--- src/sv/spds_pkg.sv ---
// ----------------------------------------------------------------------------
// spds_pkg
// Shared types and constants for the square path drive sequencer.
// ----------------------------------------------------------------------------
package spds_pkg;

    typedef enum logic [1:0] {
        PH_WAITING  = 2'd0,
        PH_DRIVING  = 2'd1,
        PH_TURNING  = 2'd2,
        PH_COMPLETE = 2'd3
    } phase_t;

    localparam int CFG_IDX_W = 3;
    localparam int CFG_DATA_W = 16;

    localparam logic [CFG_IDX_W-1:0] CFG_SEGMENT_LENGTH     = 3'd0;
    localparam logic [CFG_IDX_W-1:0] CFG_POSITION_TOLERANCE = 3'd1;
    localparam logic [CFG_IDX_W-1:0] CFG_ANGLE_TOLERANCE    = 3'd2;
    localparam logic [CFG_IDX_W-1:0] CFG_LINEAR_SPEED       = 3'd3;
    localparam logic [CFG_IDX_W-1:0] CFG_ANGULAR_SPEED      = 3'd4;
    localparam logic [CFG_IDX_W-1:0] CFG_NUM_LOOPS          = 3'd5;

    localparam logic [17:0] QUARTER_TURN = 18'd16384;
    localparam logic [16:0] TURN_SUM_MAX = 17'h1FFFF;
    localparam logic [9:0]  SIDE_MAX     = 10'd1023;

    typedef struct packed {
        logic        [15:0] segment_length;
        logic        [15:0] position_tolerance;
        logic        [14:0] angle_tolerance;
        logic signed [15:0] linear_speed;
        logic signed [15:0] angular_speed;
        logic        [7:0]  num_loops;
    } cfg_t;

    typedef struct packed {
        phase_t             phase;
        logic signed [23:0] start_x;
        logic signed [23:0] start_y;
        logic        [15:0] last_heading;
        logic        [16:0] turn_sum;
        logic        [9:0]  side_count;
    } state_t;

    typedef struct packed {
        logic signed [23:0] pos_x;
        logic signed [23:0] pos_y;
        logic        [15:0] heading;
    } pose_t;

    typedef struct packed {
        logic signed [15:0] linear_cmd;
        logic signed [15:0] angular_cmd;
        logic               finished;
        logic        [9:0]  sides_done;
    } cmd_t;

    localparam cfg_t CFG_RST = '{
        segment_length:     16'd1000,
        position_tolerance: 16'd20,
        angle_tolerance:    15'd182,
        linear_speed:       16'sd200,
        angular_speed:      16'sd5215,
        num_loops:          8'd1
    };

    localparam state_t STATE_RST = '{
        phase:        PH_WAITING,
        start_x:      24'sd0,
        start_y:      24'sd0,
        last_heading: 16'd0,
        turn_sum:     17'd0,
        side_count:   10'd0
    };

endpackage

--- src/sv/spds_step.sv ---
// ----------------------------------------------------------------------------
// spds_step
// Next-state and command logic for one pose item: distance test, wrapped
// heading step accumulation, side and loop bookkeeping.
// ----------------------------------------------------------------------------
module spds_step
    import spds_pkg::*;
(
    input  state_t st,
    input  cfg_t   cfg,
    input  pose_t  pose,
    output state_t st_next,
    output cmd_t   cmd
);

    logic signed [23:0] sx_eff;
    logic signed [23:0] sy_eff;
    logic        [15:0] last_eff;
    logic signed [24:0] dx;
    logic signed [24:0] dy;
    logic        [23:0] adx;
    logic        [23:0] ady;
    logic        [47:0] sq_x;
    logic        [47:0] sq_y;
    logic        [48:0] d2;
    logic               need_pos;
    logic        [15:0] need;
    logic        [31:0] need_sq;
    logic               drive_more;
    logic        [15:0] hd_step;
    logic        [15:0] mag;
    logic               turning;
    logic        [17:0] tsum_wide;
    logic        [16:0] tsum_sat;
    logic               turn_more;
    logic        [9:0]  sc_inc;
    logic               all_done;

    always_comb begin
        sx_eff   = (st.phase == PH_WAITING) ? pose.pos_x : st.start_x;
        sy_eff   = (st.phase == PH_WAITING) ? pose.pos_y : st.start_y;
        last_eff = (st.phase == PH_WAITING) ? pose.heading : st.last_heading;

        dx  = {pose.pos_x[23], pose.pos_x} - {sx_eff[23], sx_eff};
        dy  = {pose.pos_y[23], pose.pos_y} - {sy_eff[23], sy_eff};
        adx = dx[24] ? 24'(-dx) : dx[23:0];
        ady = dy[24] ? 24'(-dy) : dy[23:0];
        sq_x = adx * adx;
        sq_y = ady * ady;
        d2   = {1'b0, sq_x} + {1'b0, sq_y};

        need_pos   = cfg.segment_length > cfg.position_tolerance;
        need       = cfg.segment_length - cfg.position_tolerance;
        need_sq    = need * need;
        drive_more = need_pos && (d2 < {17'd0, need_sq});

        // wrapped step magnitude; a half-turn step counts as 32768
        turning = (st.phase == PH_TURNING);
        hd_step = pose.heading - last_eff;
        mag     = hd_step[15] ? 16'(17'h10000 - {1'b0, hd_step}) : hd_step;

        tsum_wide = turning ? ({1'b0, st.turn_sum} + {2'b00, mag}) : 18'd0;
        tsum_sat  = tsum_wide[17] ? TURN_SUM_MAX : tsum_wide[16:0];
        turn_more = ({1'b0, tsum_sat} + {3'b000, cfg.angle_tolerance}) < QUARTER_TURN;

        sc_inc   = (st.side_count == SIDE_MAX) ? st.side_count : st.side_count + 10'd1;
        all_done = sc_inc >= {cfg.num_loops, 2'b00};

        st_next         = st;
        cmd.linear_cmd  = 16'sd0;
        cmd.angular_cmd = 16'sd0;
        cmd.finished    = 1'b0;
        cmd.sides_done  = st.side_count;

        case (st.phase)
            PH_COMPLETE: begin
                cmd.finished = 1'b1;
            end
            default: begin
                st_next.start_x      = sx_eff;
                st_next.start_y      = sy_eff;
                st_next.last_heading = pose.heading;
                if (!turning && drive_more) begin
                    st_next.phase  = PH_DRIVING;
                    cmd.linear_cmd = cfg.linear_speed;
                end else begin
                    st_next.turn_sum = tsum_sat;
                    if (turn_more) begin
                        st_next.phase   = PH_TURNING;
                        cmd.angular_cmd = cfg.angular_speed;
                    end else begin
                        st_next.side_count = sc_inc;
                        cmd.sides_done     = sc_inc;
                        if (all_done) begin
                            st_next.phase = PH_COMPLETE;
                            cmd.finished  = 1'b1;
                        end else begin
                            st_next.start_x = pose.pos_x;
                            st_next.start_y = pose.pos_y;
                            st_next.phase   = PH_DRIVING;
                            cmd.linear_cmd  = cfg.linear_speed;
                        end
                    end
                end
            end
        endcase
    end

endmodule

--- src/sv/square_path_drive_sequencer_core.sv ---
// ----------------------------------------------------------------------------
// square_path_drive_sequencer_core
// Pipeline: an accepted item is held in the input reg, then its result is
// registered in the result reg once the output can advance. Throughput:
// one item per cycle unless a held result stalls it; the step logic (two
// 24x24 squares, one 16x16 square, a 49-bit compare) ends an item in one pass.
// Reset: valids clear, cfg and state to defaults, phase waiting, counters zero.
// ----------------------------------------------------------------------------
module square_path_drive_sequencer_core
    import spds_pkg::*;
(
    input  logic                  aclk,
    input  logic                  aresetn,

    input  logic                  cfg_we,
    input  logic [CFG_IDX_W-1:0]  cfg_index,
    input  logic [CFG_DATA_W-1:0] cfg_wdata,

    input  logic                  s_valid,
    output logic                  s_ready,
    input  logic signed [23:0]    s_pos_x,
    input  logic signed [23:0]    s_pos_y,
    input  logic        [15:0]    s_heading,

    output logic                  m_valid,
    input  logic                  m_ready,
    output logic signed [15:0]    m_linear_cmd,
    output logic signed [15:0]    m_angular_cmd,
    output logic                  m_finished,
    output logic        [9:0]     m_sides_done
);

    cfg_t   cfg_reg;
    state_t state_reg;
    state_t state_next;
    pose_t  pose_reg;
    cmd_t   cmd_reg;
    cmd_t   cmd_next;
    logic   in_valid_reg;
    logic   out_valid_reg;
    logic   advance;
    logic   fire;

    assign advance = !out_valid_reg || m_ready;
    assign fire    = in_valid_reg && advance;
    assign s_ready = !in_valid_reg || advance;

    spds_step u_step (
        .st      (state_reg),
        .cfg     (cfg_reg),
        .pose    (pose_reg),
        .st_next (state_next),
        .cmd     (cmd_next)
    );

    always_ff @(posedge aclk) begin
        if (!aresetn) begin
            in_valid_reg  <= 1'b0;
            out_valid_reg <= 1'b0;
            state_reg     <= STATE_RST;
            cfg_reg       <= CFG_RST;
        end else begin
            if (s_ready) begin
                in_valid_reg <= s_valid;
            end
            if (advance) begin
                out_valid_reg <= in_valid_reg;
            end
            if (fire) begin
                state_reg <= state_next;
            end
            if (cfg_we) begin
                case (cfg_index)
                    CFG_SEGMENT_LENGTH:     cfg_reg.segment_length     <= cfg_wdata;
                    CFG_POSITION_TOLERANCE: cfg_reg.position_tolerance <= cfg_wdata;
                    CFG_ANGLE_TOLERANCE:    cfg_reg.angle_tolerance    <= cfg_wdata[14:0];
                    CFG_LINEAR_SPEED:       cfg_reg.linear_speed       <= cfg_wdata;
                    CFG_ANGULAR_SPEED:      cfg_reg.angular_speed      <= cfg_wdata;
                    CFG_NUM_LOOPS:          cfg_reg.num_loops          <= cfg_wdata[7:0];
                    default: ;
                endcase
            end
        end
    end

    always_ff @(posedge aclk) begin
        if (s_valid && s_ready) begin
            pose_reg.pos_x   <= s_pos_x;
            pose_reg.pos_y   <= s_pos_y;
            pose_reg.heading <= s_heading;
        end
        if (fire) begin
            cmd_reg <= cmd_next;
        end
    end

    assign m_valid       = out_valid_reg;
    assign m_linear_cmd  = cmd_reg.linear_cmd;
    assign m_angular_cmd = cmd_reg.angular_cmd;
    assign m_finished    = cmd_reg.finished;
    assign m_sides_done  = cmd_reg.sides_done;

    // complete holds until reset
    a_complete_sticky: assert property (@(posedge aclk) disable iff (!aresetn)
        state_reg.phase == PH_COMPLETE |=> state_reg.phase == PH_COMPLETE)
        else $error("complete phase left without reset");

    a_finished_idle_cmd: assert property (@(posedge aclk) disable iff (!aresetn)
        out_valid_reg && cmd_reg.finished |->
            cmd_reg.linear_cmd == 16'sd0 && cmd_reg.angular_cmd == 16'sd0)
        else $error("nonzero command after finish");

    a_sides_not_waiting: assert property (@(posedge aclk) disable iff (!aresetn)
        state_reg.side_count != 10'd0 |-> state_reg.phase != PH_WAITING)
        else $error("sides counted while waiting");

    a_stall_holds_input: assert property (@(posedge aclk) disable iff (!aresetn)
        !s_ready |-> in_valid_reg && out_valid_reg && !m_ready)
        else $error("input stalled without a blocked result");

endmodule
--- config.mk ---
export PLATFORM = sky130hd
export DESIGN_NAME = square_path_drive_sequencer_core
export DESIGN_NICKNAME = d
export VERILOG_FILES = /design/src/sv/spds_pkg.sv /design/src/sv/spds_step.sv /design/src/sv/square_path_drive_sequencer_core.sv
export SDC_FILE = /design/constraint.sdc
export NUM_CORES = 2
export LEC_CHECK = 0
export BUFFER_PORTS_ARGS = -buffer_cell sky130_fd_sc_hd__buf_4
export CAP_MARGIN = 15
export CORE_MARGIN = 4
export CORE_UTILIZATION = 62
export DETAILED_ROUTE_END_ITERATION = 8
export PLACE_DENSITY = 0.79
export SKIP_CTS_REPAIR_TIMING = 1
export SLEW_MARGIN = 0
export SYNTH_ARGS = -nofsm -noshare
export SYNTH_HDL_FRONTEND = slang
export SYNTH_HIERARCHICAL = 1
export SYNTH_SLANG_ARGS = --single-unit
--- constraint.sdc ---
create_clock -name aclk -period 19.2 [get_ports aclk]
set_clock_uncertainty 0.1 [all_clocks]
set_input_delay 3.84 -clock aclk [delete_from_list [all_inputs] [get_ports aclk]]
set_output_delay 3.84 -clock aclk [all_outputs]
set_load 0.02 [all_outputs]
* Yosys cells after proc, flatten, opt, wreduce, memory -nomap -nowiden
Cells that the tools add are included.
Widths: inputs -> output; s select.
** Cells by class
- Muxes and demuxes :: 22
- $add $sub $neg :: 11
- Bitwise logic cells :: 3
- $lt $le $gt $ge :: 4
- Eq/ne operators :: 8
- $mul :: 3
- Reductions and logical operators :: 21
** Operators with widths (number)
- $mux 48 :: 3
- $mul 24x24->48 :: 2
- $mux 24 :: 4
- $mux 16 :: 5
- $sub 24x24->25 :: 2
- $add 48x48->49 :: 1
- $lt 49x32->1 :: 1
- $neg 24->24 :: 2
- $mul 16x16->32 :: 1
- $sub 16x16->16 :: 2
- $mux 11 :: 2
- $mux 10 :: 2
- $add 17x15->18 :: 1
- $add 17x16->18 :: 1
- $lt 18x15->1 const B :: 1
- $mux 18 :: 1
- $mux 17 :: 1
- $gt 16x16->1 :: 1
- $sub 1x16->16 const A :: 1
- $reduce_and 2->1 :: 7
- $add 10x1->10 const B :: 1
- $eq 10x10->1 const B :: 1
- $ge 10x10->1 :: 1
- $eq 3x2->1 const B :: 2
- other kinds (14) :: 26
** Storage, ports and cells
- Input bits :: 88
- Register bits :: 289
- Logic and storage cells :: 93

* Depth between registers and ports, before layout
- Depth after elaboration :: 13
- Mapped depth :: 73

* Modules after synthesis
The synthesis kept the hierarchy.
** Modules (own cells, without submodules)
- spds_step :: instances 1, area an instance 48713.0 sq um, cells each 5581
- square_path_drive_sequencer_core :: instances 1, area an instance 9882.0 sq um, cells each 839

* Least setup slack after synthesis
Ideal clock, no wire load.
- Path kind :: register to register
- Start :: register state_reg[91] (netlist bit)
- End :: register state_reg[82] (netlist bit)
- Period minus slack after synthesis :: 16.419 ns
- Required time :: 18.945 ns
- Library setup time :: 0.155 ns
- Path buffers :: 10
- Slack :: 2.781 ns
- Arrival :: 16.164 ns
- Cell stages (with the launch flop) :: 63
- Path through :: dfxtp_1 > buf_2 > nor2_2 > clkbuf_1 > buf_1 > clkbuf_1 > clkbuf_1 > buf_1 > mux2i_1 > fa_1 > a211oi_1 > o21ai_0 > a2111oi_4 > nor3_1 > o41ai_1 > a21oi_1 > a31o_2 > clkbuf_1 > [... 27 more ...] > a221oi_1 > o311ai_0 > nor3_1 > o221ai_1 > nor4_1 > nand4_1 > nor4b_1 > nand3b_1 > a211o_1 > nor4_1 > and3_1 > a31oi_1 > maj3_2 > buf_6 > buf_8 > mux2_1 > nand2_1 > mux2i_1
** On the way
- Longest elaborated chain between the ends :: 12
- Elaborated cells on any way between the ends :: 32
- Those cells by class :: add/sub: 9; mul: 2; order compare: 2; eq/ne: 2; mux: 11; bitwise: 1; reduce/logical: 5
** Ends and longest elaborated chain
- start, declared :: RTL line square_path_drive_sequencer_core.sv:34 : state_t state_reg;
- start signal, assigned :: RTL line square_path_drive_sequencer_core.sv:70 : state_reg <= state_next;
- branches (longest 12 deep; another with $add 48x48->49)
Several ways; the timed one is not identified.
A chain may end at the register's enable or synchronous reset.

* Worst setup path in the final report
- Start :: register state_reg[91] (netlist bit)
- End :: register state_reg[56] (netlist bit)
The elaborated chain is that of the path after synthesis.

==> flow_summary.json <==
{
  "fmax_ghz": 0.05643,
  "grt_pass1_vias": 47040,
  "max_cap_viol_count": 0,
  "routedWlPerCell_um": 18.60,
  "synth-compound-area-share": 0.07290,
  "arrival_ps": 18030,
  "cts_made_buffers": 27,
  "grt_max_degree": 137,
  "critPathLaunch": "state_reg[91]",
  "pin_count": 133,
  "drive_gt1_frac": 0.06039,
  "crit_path_start_kind": "register",
  "fin_crit_sh": 0.9230,
  "clk_latency_ps": 580,
  "fin_cells": 7733,
  "crit_fanout": 39,
  "critPathSlowestCell": "xor2_1",
  "cts_buffer_depth": 3,
  "slew_viol_final": 0,
  "htreeDepth": 1,
  "cpPeakStageDelay_ps": 760,
  "gp_congestion": 0.9932,
  "layout_setup_ws_ps": 1479,
  "crit_path_end_kind": "register",
  "outcome": "completed",
  "antenna_found_initial": 2,
  "largest_reg_flops": 93,
  "dieWidth_um": 315.4,
  "finalHoldViolations": 0,
  "post-place-ws_ps": 1868,
  "ant_nets": 0,
  "fin_crit_ps": 17720,
  "grt_pass1_wl_um": 236300,
  "root_buffer": "clkbuf_16",
  "yosys.area_share.simple": 0.1211,
  "synth_flop_cell": "dfxtp_1",
  "rr_startpoint": "state_reg[91]",
  "grt_use_total": 0.2981,
  "critical_path_class": "register to register",
  "core_mm2": 0.09361,
  "dieArea_mm2": 0.09949,
  "setup-violations-final": 0,
  "dp_cells": 7677,
  "synth_seq_cells": 289,
  "worstHoldStart": "cfg_reg[71]",
  "drt-initial-drc-count": 3006,
  "ys.warnings.count": 6,
  "synth_nets": 8176,
  "cts.sinks": 289,
  "layout.nets": 8210,
  "fp-row-count": 112,
  "avgSynthCellArea_um2": 9.127,
  "netlist_instances": 6420,
  "initial_utilization": 0.6259,
  "grt_util_met1": 0.3711,
  "drt_wl_total_um": 143800,
  "yosysUniqueCellTypes": 96,
  "area_delta_synth_final_pct": 5.652,
  "stdcell_area_mm2": 0.06191,
  "busiest_layer": "met2",
  "synth-xor-area-share": 0.03461,
  "ys_seq_area_frac": 0.1170,
  "drt-pass1-iter-count": 6,
  "placed_area_mm2": 0.06092,
  "synthAdderAreaFrac": 0.4985,
  "rsz0062_at_grt": "false",
  "path_clk_slew_ps": 70,
  "worstPathRequired_ps": 19510,
  "overflow": 0,
  "synthArstFlopShare": 0,
  "cts_tree": "yes",
  "slew_headroom": 0.2271,
  "grt_use_met2": 0.5138,
  "netlist_area_mm2": 0.05859,
  "via_per_inst": 5.676,
  "drc": 0,
  "die_height_um": 315.4,
  "synth_edf_count": 107,
  "cp_common_cell": "fa_1",
  "fill_cells": 7471,
  "worst_pin_slew_ps": 1159,
  "synth_top_family_by_area": "adder cells",
  "synthMuxAreaShare": 0.04183,
  "hpwl_um": 120000,
  "io_buffers": 132,
  "num_vias": 43890,
  "grt_use_met3": 0.04450,
  "holdCritPathClass": "register to register",
  "tns_ps": 0
}
[per-layer routing]
layer | vias to the layer above | part of all wire
li1 | 19880 | -
met4 | 2 | 0.056
met3 | 419 | 0.077
met5 | - | 0.000090
met1 | 21970 | 0.38
met2 | 1615 | 0.49
[cell usage after synthesis, types with 6 or more instances]
master,instances,area share
o211ai_1,11,0.0014
xor2_1,80,0.012
a221oi_1,6,0.00090
a211oi_1,14,0.0018
buf_4,19,0.0024
buf_1,21,0.0013
ha_1,564,0.12
o21a_1,22,0.0028
nor4_1,11,0.0012
a21oi_1,159,0.014
mux2i_1,165,0.028
clkinv_1,17,0.0011
nor3b_1,7,0.00090
mux2_1,20,0.0038
clkbuf_1,150,0.0096
or2_2,38,0.0041
mux2_2,51,0.0098
dfxtp_1,182,0.062
nand2_1,654,0.042
buf_2,15,0.0013
and3_1,19,0.0020
o311ai_0,6,0.00090
nand4b_1,8,0.0012
nor2b_1,39,0.0042
nor3_1,40,0.0034
o21bai_1,33,0.0042
o31ai_1,12,0.0015
o41ai_1,6,0.00090
inv_1,1515,0.097
o21ai_1,11,0.00094
edfxtp_1,107,0.055
a21boi_0,17,0.0022
fa_1,1104,0.38
nor2_1,475,0.030
a31oi_1,16,0.0017
nand4_1,27,0.0029
a2111oi_0,7,0.0010
nand2b_1,74,0.0079
or3_1,15,0.0016
and2_1,46,0.0049
o21ai_0,166,0.014
a21o_1,89,0.011
xnor2_1,149,0.022
nand3_1,114,0.0097
[area by class of cell]
cell class / count / area, um2 / share of cell area
clock inverter: 20 / 236.5 / 0.003820
antenna: 4 / 10.01 / 0.0001617
tap: 1254 / 1569 / 0.02534
inverter: 1532 / 5751 / 0.09289
sequential: 289 / 6857 / 0.1108
multi-input combinational: 4388 / 45120 / 0.7288
clock buffer: 30 / 716.9 / 0.01158
timing repair buffer: 216 / 1649 / 0.02664
[per-stage QoR]
step                  util  hold slack (ps)
CTS                 0.6609            366.4
global placement    0.6507            342.6
detailed placement  0.6508            351.7
global route        0.6612            384.9
floorplan                -            331.4
finish              0.6613            363.1
[cell usage in the layout (no fill, tap or decap), drive strengths merged, types with 149 or more instances in the layout]
| cell type | n |
|---|---|
| a21oi | 162 |
| buf | 215 |
| dfxtp | 182 |
| fa | 1104 |
| ha | 564 |
| inv | 1517 |
| mux2i | 165 |
| nand2 | 654 |
| nor2 | 476 |
| o21ai | 177 |
| xnor2 | 149 |
[cells by family after synthesis]
group           count (synthesis)
flops                         289
xor+xnor                      230
fa+ha+maj                    1673
mux                           236
compound gates                650
simple gates                 1599
buf+inv                      1743
[worst max-delay path, delay by kind of cell (launching register included)]
kind | cells | cell delay, ps
multiplexers | 2 | 380
adder cells (fa/ha/maj) | 13 | 6150
flip-flops | 1 | 520
AND/OR/NAND/NOR | 15 | 3050
AO/OA/AOI/OAI | 18 | 4740
XOR/XNOR | 2 | 960
buffers and inverters | 8 | 1540
[path summary, 6_finish.rpt]
path | to | slack [ps] | depth (start not counted)
setup / recovery | state_reg[56] | 1480 | 58
hold / removal | cfg_reg[71] | 360 | 2
setup reg to reg | state_reg[56] | 1480 | 58
hold reg to reg | cfg_reg[71] | 360 | 2
Power is not shown: default switching activity piles up to over one toggle a cycle in this logic, so the estimate is an artifact.
